<file path="config.mk">
export PLATFORM = sky130hd
export DESIGN_NAME = base64_codec_top
export DESIGN_NICKNAME = d
export VERILOG_FILES = /design/src/hdl/b64_pkg.sv /design/src/hdl/b64_front.sv /design/src/hdl/b64_queue.sv /design/src/hdl/b64_back.sv /design/src/hdl/base64_codec_top.sv
export SDC_FILE = /design/constraint.sdc
export NUM_CORES = 1
export LEC_CHECK = 0
export BUFFER_PORTS_ARGS = -buffer_cell sky130_fd_sc_hd__clkbuf_2
export CAP_MARGIN = 20
export CORE_MARGIN = 2
export CORE_UTILIZATION = 35
export CTS_CLUSTER_SIZE = 10
export DETAILED_ROUTE_END_ITERATION = 16
export GPL_ROUTABILITY_DRIVEN = 0
export PLACE_DENSITY = 0.5
export SLEW_MARGIN = 20
export SYNTH_ARGS = -nofsm -noshare
export SYNTH_HDL_FRONTEND = slang
export SYNTH_SLANG_ARGS = --single-unit
</file>
<file path="constraint.sdc">
create_clock -name clk -period 4.28 [get_ports clk]
set_input_delay 0.642 -clock clk [delete_from_list [all_inputs] [get_ports clk]]
set_output_delay 0.642 -clock clk [all_outputs]
set_load 0.02 [all_outputs]
</file>
<file path="src/hdl/b64_pkg.sv">
`default_nettype none
package b64_pkg;

	// Input word: one byte or character plus end-of-message mark
	typedef struct packed {
		logic [7:0] in_byte;
		logic       in_last;
	} in_t;

	// Output word
	typedef struct packed {
		logic [7:0] out_byte;
		logic       has_data;
		logic       out_last;
		logic       stopped_early;
	} out_t;

	// Work handed from the front to the back: one to four output words
	typedef struct packed {
		logic [3:0][7:0] data;     // data[0] goes out first
		logic [2:0]      cnt;      // number of words, 1 to 4
		logic            has_data;
		logic            last;
		logic            stopped;
	} job_t;

	localparam logic        DIR_ENCODE = 1'b0;
	localparam logic        DIR_DECODE = 1'b1;
	localparam logic [7:0]  CHAR_PAD   = 8'h3d;
	localparam logic [7:0]  CHAR_PLUS  = 8'h2b;
	localparam logic [7:0]  CHAR_SLASH = 8'h2f;
	localparam logic [7:0]  CHAR_UA    = 8'h41;
	localparam logic [7:0]  CHAR_UZ    = 8'h5a;
	localparam logic [7:0]  CHAR_LA    = 8'h61;
	localparam logic [7:0]  CHAR_LZ    = 8'h7a;
	localparam logic [7:0]  CHAR_D0    = 8'h30;
	localparam logic [7:0]  CHAR_D9    = 8'h39;

	// Sextet to alphabet character
	function automatic logic [7:0] enc_char(input logic [5:0] s);
		logic [7:0] x;
		x = {2'b00, s};
		if (s < 6'd26)
			return CHAR_UA + x;
		else if (s < 6'd52)
			return CHAR_LA + x - 8'd26;
		else if (s < 6'd62)
			return CHAR_D0 + x - 8'd52;
		else if (s == 6'd62)
			return CHAR_PLUS;
		else
			return CHAR_SLASH;
	endfunction

	// Character to sextet; bit 6 set when the character is in the alphabet
	function automatic logic [6:0] dec_char(input logic [7:0] c);
		logic [7:0] t;
		t = 8'd0;
		if (c >= CHAR_UA && c <= CHAR_UZ) begin
			t = c - CHAR_UA;
			return {1'b1, t[5:0]};
		end else if (c >= CHAR_LA && c <= CHAR_LZ) begin
			t = c - CHAR_LA + 8'd26;
			return {1'b1, t[5:0]};
		end else if (c >= CHAR_D0 && c <= CHAR_D9) begin
			t = c - CHAR_D0 + 8'd52;
			return {1'b1, t[5:0]};
		end else if (c == CHAR_PLUS) begin
			return {1'b1, 6'd62};
		end else if (c == CHAR_SLASH) begin
			return {1'b1, 6'd63};
		end
		return 7'd0;
	endfunction

endpackage
`default_nettype wire

</file>
<file path="src/hdl/b64_front.sv">
`default_nettype none
module b64_front (
	input  wire             clk,
	input  wire             arst_n,
	input  wire             cfg_we,
	input  wire             cfg_wdata,
	input  wire             accept,
	input  b64_pkg::in_t    item,
	output logic            push,
	output b64_pkg::job_t   job
);

	logic        dir_q;
	logic [23:0] buf_q;
	logic [1:0]  cnt_q;
	logic        stop_q;

	logic [23:0] buf_n;
	logic [1:0]  cnt_n;
	logic        stop_n;
	logic [23:0] enc_v;
	logic [23:0] dec_v;
	logic [23:0] tail_v;
	logic [6:0]  sx;
	logic [2:0]  cnt1;

	always_comb begin
		buf_n  = buf_q;
		cnt_n  = cnt_q;
		stop_n = stop_q;
		enc_v  = {buf_q[15:0], item.in_byte};
		dec_v  = {buf_q[17:0], 6'd0};
		tail_v = 24'd0;
		sx     = b64_pkg::dec_char(item.in_byte);
		cnt1   = {1'b0, cnt_q} + 3'd1;
		job    = '0;

		if (dir_q == b64_pkg::DIR_ENCODE) begin
			if (cnt_q == 2'd2) begin
				// full group of three bytes
				for (int i = 0; i < 4; i++)
					job.data[i] = b64_pkg::enc_char(enc_v[18 - 6 * i +: 6]);
				job.cnt = 3'd4;
				buf_n   = 24'd0;
				cnt_n   = 2'd0;
			end else if (item.in_last) begin
				// partial group: left-align, then pad with '='
				tail_v = (cnt_q == 2'd0) ? {item.in_byte, 16'd0}
				                         : {buf_q[7:0], item.in_byte, 8'd0};
				for (int i = 0; i < 4; i++) begin
					if (3'(i) <= cnt1)
						job.data[i] = b64_pkg::enc_char(tail_v[18 - 6 * i +: 6]);
					else
						job.data[i] = b64_pkg::CHAR_PAD;
				end
				job.cnt = 3'd4;
			end else begin
				buf_n = enc_v;
				cnt_n = cnt1[1:0];
			end
		end else begin
			if (!stop_q) begin
				if (!sx[6]) begin
					stop_n = 1'b1;
				end else begin
					dec_v = {buf_q[17:0], sx[5:0]};
					if (cnt_q == 2'd3) begin
						job.data[0] = dec_v[23:16];
						job.data[1] = dec_v[15:8];
						job.data[2] = dec_v[7:0];
						job.cnt     = 3'd3;
						buf_n       = 24'd0;
						cnt_n       = 2'd0;
					end else begin
						buf_n = dec_v;
						cnt_n = cnt1[1:0];
					end
				end
			end
			// flush a partial group of two or three characters
			if (item.in_last && cnt_n[1]) begin
				tail_v = cnt_n[0] ? {buf_n[17:0], 6'd0} : {buf_n[11:0], 12'd0};
				job.data[0] = tail_v[23:16];
				job.data[1] = tail_v[15:8];
				job.cnt     = cnt_n[0] ? 3'd2 : 3'd1;
			end
		end

		job.has_data = 1'b1;
		job.stopped  = stop_n;
		job.last     = item.in_last;
		if (item.in_last && job.cnt == 3'd0) begin
			// end marker without data
			job.cnt      = 3'd1;
			job.has_data = 1'b0;
		end
		push = accept && (job.cnt != 3'd0);
	end

	always_ff @(posedge clk or negedge arst_n) begin
		if (!arst_n) begin
			dir_q  <= b64_pkg::DIR_ENCODE;
			buf_q  <= 24'd0;
			cnt_q  <= 2'd0;
			stop_q <= 1'b0;
		end else if (cfg_we) begin
			dir_q  <= cfg_wdata;
			buf_q  <= 24'd0;
			cnt_q  <= 2'd0;
			stop_q <= 1'b0;
		end else if (accept) begin
			if (item.in_last) begin
				buf_q  <= 24'd0;
				cnt_q  <= 2'd0;
				stop_q <= 1'b0;
			end else begin
				buf_q  <= buf_n;
				cnt_q  <= cnt_n;
				stop_q <= stop_n;
			end
		end
	end

endmodule
`default_nettype wire

</file>
<file path="src/hdl/b64_queue.sv">
`default_nettype none
module b64_queue #(
	parameter int DEPTH = 4
) (
	input  wire             clk,
	input  wire             arst_n,
	input  wire             push,
	input  b64_pkg::job_t   push_job,
	input  wire             pop,
	output b64_pkg::job_t   head,
	output logic            full,
	output logic            empty
);

	localparam int PW = (DEPTH > 1) ? $clog2(DEPTH) : 1;
	localparam int CW = $clog2(DEPTH + 1);

	b64_pkg::job_t mem_q [DEPTH];
	logic [PW-1:0] wr_q;
	logic [PW-1:0] rd_q;
	logic [CW-1:0] cnt_q;

	assign full  = (cnt_q == CW'(DEPTH));
	assign empty = (cnt_q == '0);
	assign head  = mem_q[rd_q];

	always_ff @(posedge clk) begin
		if (push && !full)
			mem_q[wr_q] <= push_job;
	end

	always_ff @(posedge clk or negedge arst_n) begin
		if (!arst_n) begin
			wr_q  <= '0;
			rd_q  <= '0;
			cnt_q <= '0;
		end else begin
			if (push && !full)
				wr_q <= (wr_q == PW'(DEPTH - 1)) ? '0 : wr_q + 1'b1;
			if (pop && !empty)
				rd_q <= (rd_q == PW'(DEPTH - 1)) ? '0 : rd_q + 1'b1;
			if ((push && !full) && !(pop && !empty))
				cnt_q <= cnt_q + 1'b1;
			else if (!(push && !full) && (pop && !empty))
				cnt_q <= cnt_q - 1'b1;
		end
	end

endmodule
`default_nettype wire

</file>
<file path="src/hdl/b64_back.sv">
`default_nettype none
module b64_back (
	input  wire             clk,
	input  wire             arst_n,
	input  b64_pkg::job_t   head,
	input  wire             empty,
	output logic            pop,
	output b64_pkg::out_t   dout,
	output logic            dout_valid,
	input  wire             dout_stall
);

	logic [1:0]     idx_q;
	logic           vld_q;
	b64_pkg::out_t  out_q;
	logic           load;
	logic           final_w;

	assign load    = !vld_q || !dout_stall;
	assign final_w = ({1'b0, idx_q} == head.cnt - 3'd1);
	assign pop     = load && !empty && final_w;

	assign dout       = out_q;
	assign dout_valid = vld_q;

	always_ff @(posedge clk) begin
		if (load && !empty) begin
			out_q.out_byte      <= head.has_data ? head.data[idx_q] : 8'd0;
			out_q.has_data      <= head.has_data;
			out_q.out_last      <= head.last && final_w;
			out_q.stopped_early <= head.stopped;
		end
	end

	always_ff @(posedge clk or negedge arst_n) begin
		if (!arst_n) begin
			vld_q <= 1'b0;
			idx_q <= 2'd0;
		end else if (load) begin
			vld_q <= !empty;
			if (!empty)
				idx_q <= final_w ? 2'd0 : idx_q + 2'd1;
		end
	end

endmodule
`default_nettype wire

</file>
<file path="src/hdl/base64_codec_top.sv">
`default_nettype none
// Streaming Base64 codec, standard alphabet with '=' padding.
// Input channel din/din_valid/din_stall carries one byte (encode) or one
// character (decode) per word, with in_last marking the end of a message.
// Output channel dout/dout_valid/dout_stall carries one character or byte
// per word; has_data is low only on the end marker of a message that gives
// no data, out_last marks the final word, stopped_early reports that decode
// met '=' or a non-alphabet character and ignored the rest of the message.
// cfg_we/cfg_wdata write the direction bit (0 encode, 1 decode) and start a
// new message; write it only while the block is idle.
// The word that completes a group is pushed as a job into the queue, and the
// group's first word then moves from the queue head into the output register.
// The input takes one word per cycle while the queue is not full; the rate is
// set by the output register draining the job queue, which gives one word per
// cycle unless stalled; a three-byte encode group yields four characters.
// When the receiver stalls, the output word holds; jobs pile up in the queue
// and din_stall rises once it is full.
// Reset clears the direction to encode, empties the queue and the group.
module base64_codec_top #(
	parameter int QUEUE_DEPTH = 4
) (
	input  wire             clk,
	input  wire             arst_n,
	input  wire             cfg_we,
	input  wire             cfg_wdata,
	input  b64_pkg::in_t    din,
	input  wire             din_valid,
	output logic            din_stall,
	output b64_pkg::out_t   dout,
	output logic            dout_valid,
	input  wire             dout_stall
);

	logic           accept;
	logic           push;
	logic           pop;
	logic           full;
	logic           empty;
	b64_pkg::job_t  job;
	b64_pkg::job_t  head;

	// stall the sender only while the queue has no room for another job
	assign din_stall = full;
	assign accept    = din_valid && !full;

	b64_front u_front (
		.clk       (clk),
		.arst_n    (arst_n),
		.cfg_we    (cfg_we),
		.cfg_wdata (cfg_wdata),
		.accept    (accept),
		.item      (din),
		.push      (push),
		.job       (job)
	);

	b64_queue #(
		.DEPTH (QUEUE_DEPTH)
	) u_queue (
		.clk      (clk),
		.arst_n   (arst_n),
		.push     (push),
		.push_job (job),
		.pop      (pop),
		.head     (head),
		.full     (full),
		.empty    (empty)
	);

	b64_back u_back (
		.clk        (clk),
		.arst_n     (arst_n),
		.head       (head),
		.empty      (empty),
		.pop        (pop),
		.dout       (dout),
		.dout_valid (dout_valid),
		.dout_stall (dout_stall)
	);

endmodule
`default_nettype wire
</file>
* After elaboration in Yosys (flattened, before gate mapping) *
Memory sizes are Yosys's and may differ from the RTL's.
Cells that the tools add are included.

word-level totals
  bits in registers = 43
  bits in latches = 0
  bits in writable memories = 152
  ROM bits = 0
  input bits = 15
  output and inout bits = 13
  word-level logic and storage cells = 237
  memories kept = 1

cells by class
  add/subtract/negate cells = 52
  multiply operators = 0
  div/mod/pow operators = 0
  magnitude comparators = 35
  equality and inequality tests = 16
  shifts and indexed selects = 0
  mux-type cells = 91
  bitwise logic cells = 1
  reduce and logical (&&, ||, !) cells = 28

memories
  name           depth  bits a word  rd ports  clocked after memory_dff  write ports  line             text
  u_queue.mem_q  4      38           1         0                         1            b64_queue.sv:18  b64_pkg::job_t mem_q [DEPTH];

operator list
  operator                                                           number
  two-way mux 8 bit                                                  30
  two-way mux 18 bit                                                 8
  adder 7 x 6 -> 8 bit, first input constant                         16
  two-way mux 27 bit                                                 4
  < comparator 6 bit, second input constant                          16
  two-way mux 35 bit                                                 2
  subtractor 8 x 5 -> 8 bit, second input constant                   8
  subtractor 8 x 6 -> 8 bit, second input constant                   8
  adder 6 x 6 -> 7 bit, first input constant                         8
  == test 6 bit, second input constant                               8
  < comparator 6 x 5 -> 1 bit, second input constant                 8
  two-way mux 24 bit                                                 2
  two-way mux 7 bit                                                  6
  two-way mux 3 bit                                                  10
  two-way mux 2 bit                                                  13
  two-way mux 19 bit                                                 1
  binary-select mux 8 bit (select 2 bit)                             1
  == test 8 x 6 -> 1 bit, second input constant                      2
  greater-or-equal comparator 8 x 7 -> 1 bit, second input constant  2
  less-or-equal comparator 8 x 7 -> 1 bit, second input constant     2
  logical AND 1 bit                                                  14
  two-way mux 1 bit                                                  13
  subtractor 6 bit, second input constant                            2
  == test 2 bit, second input constant                               4
  23 further kinds                                                   35

* Depth between registers and ports, before layout *
  word-level depth = 23
  depth in mapped cells = 16
  mapped depth without buffers = 14

* Cells and area by module *
A second synthesis with hierarchy kept.

second synthesis, totals
  cell total of the unflattened synthesis = 1,073
  area total of the unflattened synthesis = 12,131.6 µm²

modules (own cells, without submodules)
  module            instances  cells each  area each (µm²)  seq. area each (µm²)
  b64_queue         1          236         5,947.0          4,739.5
  b64_front         1          784         5,362.6          550.5
  b64_back          1          52          808.3            405.4
  base64_codec_top  1          1           13.8             0.0

* Worst setup path after synthesis *
Ideal clock, no wire load.

  kind = input port to flip-flop
  from = input din[1] in the netlist's numbering
  to = memory u_queue.mem_q[3][0] in the netlist's numbering (enable)
  library setup time = 0.399 ns
  data arrival time = 3.716 ns
  data required time = 3.881 ns
  slack = 0.165 ns
  cell stages on the path = 11
  path buffers = 2
  cells stage by stage = buf_2 > inv_1 > ha_1 > buf_2 > and3b_1 > o31ai_2 > o21ai_2 > a31oi_4 > nand3_1 > a21oi_2 > and2_1

on the way
  word-level cells in the longest chain between the ends = 21
  elaborated cells on any way between the ends = 38
  classes of those cells = order compare: 6; eq/ne: 2; mux: 21; reduce/logical: 9

ends and longest elaborated chain
  item                                                                                line                              text
  start, declared                                                                     base64_codec_top.sv:26            input b64_pkg::in_t din,
  branches (longest 6 deep; another with greater-or-equal comparator 8 x 6 -> 1 bit)  --
  two-way mux 7 bit *                                                                 b64_pkg.sv:73                     return 7'd0;
  two-way mux 2 bit                                                                   b64_front.sv:63                   if (!sx[6]) begin
  two-way mux 2 bit                                                                   b64_front.sv:62                   if (!stop_q) begin
  two-way mux 2 bit                                                                   b64_front.sv:38                   if (dir_q == b64_pkg::DIR_ENCODE) begin
  two-way mux 2 bit / logical AND 1 bit (equally long branches)                       b64_front.sv:85, b64_front.sv:81
  two-way mux 19 bit *                                                                b64_front.sv:81                   if (item.in_last && cnt_n[1]) begin
  two-way mux 27 bit *                                                                b64_front.sv:38
  logical NOT 3 bit                                                                   b64_front.sv:92                   if (item.in_last && job.cnt == 3'd0) begin
  logical AND 1 bit                                                                   b64_front.sv:92
  two-way mux 4 bit *                                                                 b64_front.sv:92
  nonzero test 3 bit *                                                                b64_front.sv:97                   push = accept && (job.cnt != 3'd0);
  logical AND 1 bit *                                                                 b64_front.sv:97
  logical AND 1 bit *                                                                 b64_queue.sv:28                   if (push && !full)
  two-way mux 1 bit *                                                                 b64_queue.sv:28
  two-way mux 1 bit (not written as such) *                                           b64_queue.sv:29                   mem_q[wr_q] <= push_job;
  end, declared                                                                       b64_queue.sv:18

Every way passes the cells marked *. The select of a mux whose other input is x is not followed.

==> flow_metrics.env <==
export IMPL_status="finished, final reports clean"
export IMPL_clock_sinks=195
export IMPL_avgSynthCellArea_um2=10.9
export IMPL_design_portCount=28
export IMPL_via_per_inst=5.79
export IMPL_synth_seq_cells=195
export IMPL_crit_path_cell_trace="inv_1, ha_1, buf_4, nor2b_1, inv_1, ha_1, nor2b_1, nor2_1, a21oi_1, o32ai_1, o311ai_0, a2bb2oi_2"
export IMPL_syn_nets=1265
export IMPL_insertion_delay_ps=420
export IMPL_finalCritPeriodShare=0.915
export IMPL_postCtsSetupBuffers=0
export IMPL_min_path_type="in2async"
export IMPL_cts_htree_levels=4
export IMPL_slew_violations=0
export IMPL_async_flop_share=0.164
export IMPL_wl_per_cell_um=22.3
export IMPL_slew_headroom=0.266
export IMPL_numCtsBuffers=17
export IMPL_path_buf_inv=3
export IMPL_ant_nets=0
export IMPL_overflow=0
export IMPL_ys_flop_type="edfxtp_1"
export IMPL_critPathRequiredTime_ps=4370
export IMPL_cts_hold_fix_buffers=0
export IMPL_worstPathMaxFanout=12
export IMPL_cts_root_buf="clkbuf_16"
export IMPL_drc=0
export IMPL_grtUsageTotal=0.199
export IMPL_fmax_ghz=0.255
export IMPL_core_um2=35600
export IMPL_rsz0062_at_grt="false"
export IMPL_setup_tns_ps=0
export IMPL_drtIter0Drc=665
export IMPL_cts_tree="built"
export IMPL_worst_pin_slew_ps=1090
export IMPL_die_width_um=194
export IMPL_dr_pass1_iters=5
export IMPL_arrival_ps=4010
export IMPL_ys_seq_area_frac=0.450
export IMPL_synth_edff_count=163
export IMPL_critPathLaunchType="flip-flop"
export IMPL_cpMaxStageDelayCell="o311ai_0"
export IMPL_grt_antenna_before_repair=1
export IMPL_cp_end_kind="flip-flop"
export IMPL_syn_area_um2=12700
export IMPL_grt_pass1_vias=9459
export IMPL_hpwl_um=27300
export IMPL_synth_cells=1164
export IMPL_regArea_um2=5700
export IMPL_n_antenna_cell=0
export IMPL_p_leak_nw=5.22
export IMPL_portBuffers=27
export IMPL_drv_cap=0
export IMPL_hold_violations=0
export IMPL_critPathMaxStageDelay_ps=750
export IMPL_grt_pass1_wl_um=58200
export IMPL_grt_max_degree=39
export IMPL_die_y_um=194
export IMPL_num_vias=9723
export IMPL_cp_top_family="compound AO/OA/AOI/OAI gates"
export IMPL_start_util=0.356
export IMPL_routed_wl_um=37500
export IMPL_fillers=3448
export IMPL_fp_row_count=69
export IMPL_areaGrowthSynthToFinish_pct=12.4
export IMPL_drive_above_1_share=0.166
export IMPL_clockBufferDepth=2
export IMPL_fp_dieArea_um2=37700
export IMPL_skew_ps=13.8
export IMPL_hold_slack_ps=367
export IMPL_pwr_density_cell_nw_per_um2=458
export IMPL_nets=1307
export IMPL_setup_viol=0
export IMPL_multi_input_area_um2=6420
export IMPL_ys_warn_count=0
export IMPL_critPathKind="reg2reg"
export IMPL_cts_resized_gates=0
export IMPL_ir_drop_mv=0.547
export IMPL_path_clk_slew_ps=70
export IMPL_min_period_ps=3910
export IMPL_yosys_cell_types_count=82
area by class of cell:
class | instances | share of cell area
inverters | 62 | 0.0164
repair buffers | 95 | 0.0471
multi-input cells | 835 | 0.451
well taps | 461 | 0.0405
flip-flops and latches | 195 | 0.400
clock buffers | 19 | 0.0304
clock inverters | 13 | 0.0138
cells in the final DEF (no fill, tap or decap), types with 6 or more instances in the layout:
cell / count
edfxtp_1: 163
nand2_1: 114
ha_1: 85
a21oi_1: 75
o21ai_0: 68
buf_4: 66
inv_1: 60
nor2_1: 57
mux4_2: 45
nand3_1: 37
dfrtp_1: 31
clkbuf_2: 27
nor2b_1: 24
nand2b_1: 22
xnor2_1: 22
o211ai_1: 19
nor3_1: 19
a31oi_1: 18
o31ai_1: 18
a22oi_1: 17
clkbuf_16: 17
xor2_1: 14
mux2i_1: 10
a21o_1: 10
a221oi_1: 10
o221ai_1: 9
o311ai_0: 9
a211oi_1: 8
a32oi_1: 8
o21ai_1: 7
or3_1: 7
mux2_2: 7
o22ai_1: 6
a221o_1: 6
a2bb2oi_1: 6
through the flow:
step	cell area (um^2)	util	std cells	power (W)	worst slack (ps)
final	14200	0.400	1680	0.00651	366
after CTS	14200	0.400	1680	0.00658	466
after global routing	14200	0.400	1680	0.00685	82.7
after floorplan	12700	-	1164	0.00415	165
after global placement	13600	0.382	1648	0.00488	319
after detailed placement	13600	0.382	1648	0.00489	265
per-layer routing:
metal / track usage / routed length [um]
met3: 0.0231 / 2050
met1: 0.282 / 17000
met5: 0 / 13
met2: 0.323 / 17600
met4: 0.0570 / 783
Yosys cell counts (19+ instances only):
cell type  instances  area share
xnor2_1           22       0.015
nor2b_1           24       0.012
nor2_1            57       0.017
inv_1             60       0.018
clkbuf_1          41       0.012
nand2b_1          22       0.011
o21ai_0           68       0.027
nand2_1          114       0.034
dfrtp_1           32       0.063
edfxtp_1         163        0.39
nand3_1           37       0.015
mux4_2            45       0.080
ha_1              85       0.084
o211ai_1          19       0.011
a21oi_1           76       0.030
nor3_1            19      0.0075
cell families (layout without fill, tap and decap cells):
kind of cell	Yosys count	count (layout)	synth area share
buffers and inverters	134	189	0.0449
adders and majority gates	86	86	0.0856
muxes	62	62	0.0942
xor gates and xnor gates	36	36	0.0249
and+or+nand+nor	310	310	0.115
DFF	195	195	0.450
AOI/OAI and AO/OA	341	341	0.186
report_power, final:
group | internal (W) | switching (W) | leakage, nW
clock | 0.000991 | 0.000697 | 0.300
combinational | 0.000987 | 0.00129 | 2.99
sequential | 0.00239 | 0.000146 | 1.93
worst paths after layout:
check	startpoint	end	slack, ps	depth (start not counted)
max reg2reg	u_front.cnt_q[1]$_DFFE_PN0P_	u_queue.mem_q[2][18]$_DFFE_PP_	370	12
min reg2reg	u_queue.cnt_q[2]$_DFFE_PN0P_	u_queue.cnt_q[2]$_DFFE_PN0P_	490	1
min	arst_n	u_queue.cnt_q[2]$_DFFE_PN0P_	370	1
max in group asynchronous	arst_n	u_queue.rd_q[0]$_DFFE_PN0P_	3240	1
max	u_front.cnt_q[1]$_DFFE_PN0P_	u_queue.mem_q[2][18]$_DFFE_PP_	370	12
min in group clk	dout_stall	u_back.dout_valid$_DFFE_PN0N_	430	3
flip-flops by register name, summed over array words and instances, names as in the netlist:
signal	count
u_queue.rd_q	2
u_queue.mem_q	152
u_back.idx_q	2
u_front.dir_q	1
u_back.dout_valid	1
u_queue.wr_q	2
u_front.buf_q	18
u_back.dout	11
u_queue.cnt_q	3
u_front.stop_q	1
u_front.cnt_q	2
Power figures use the tool's default switching activity.
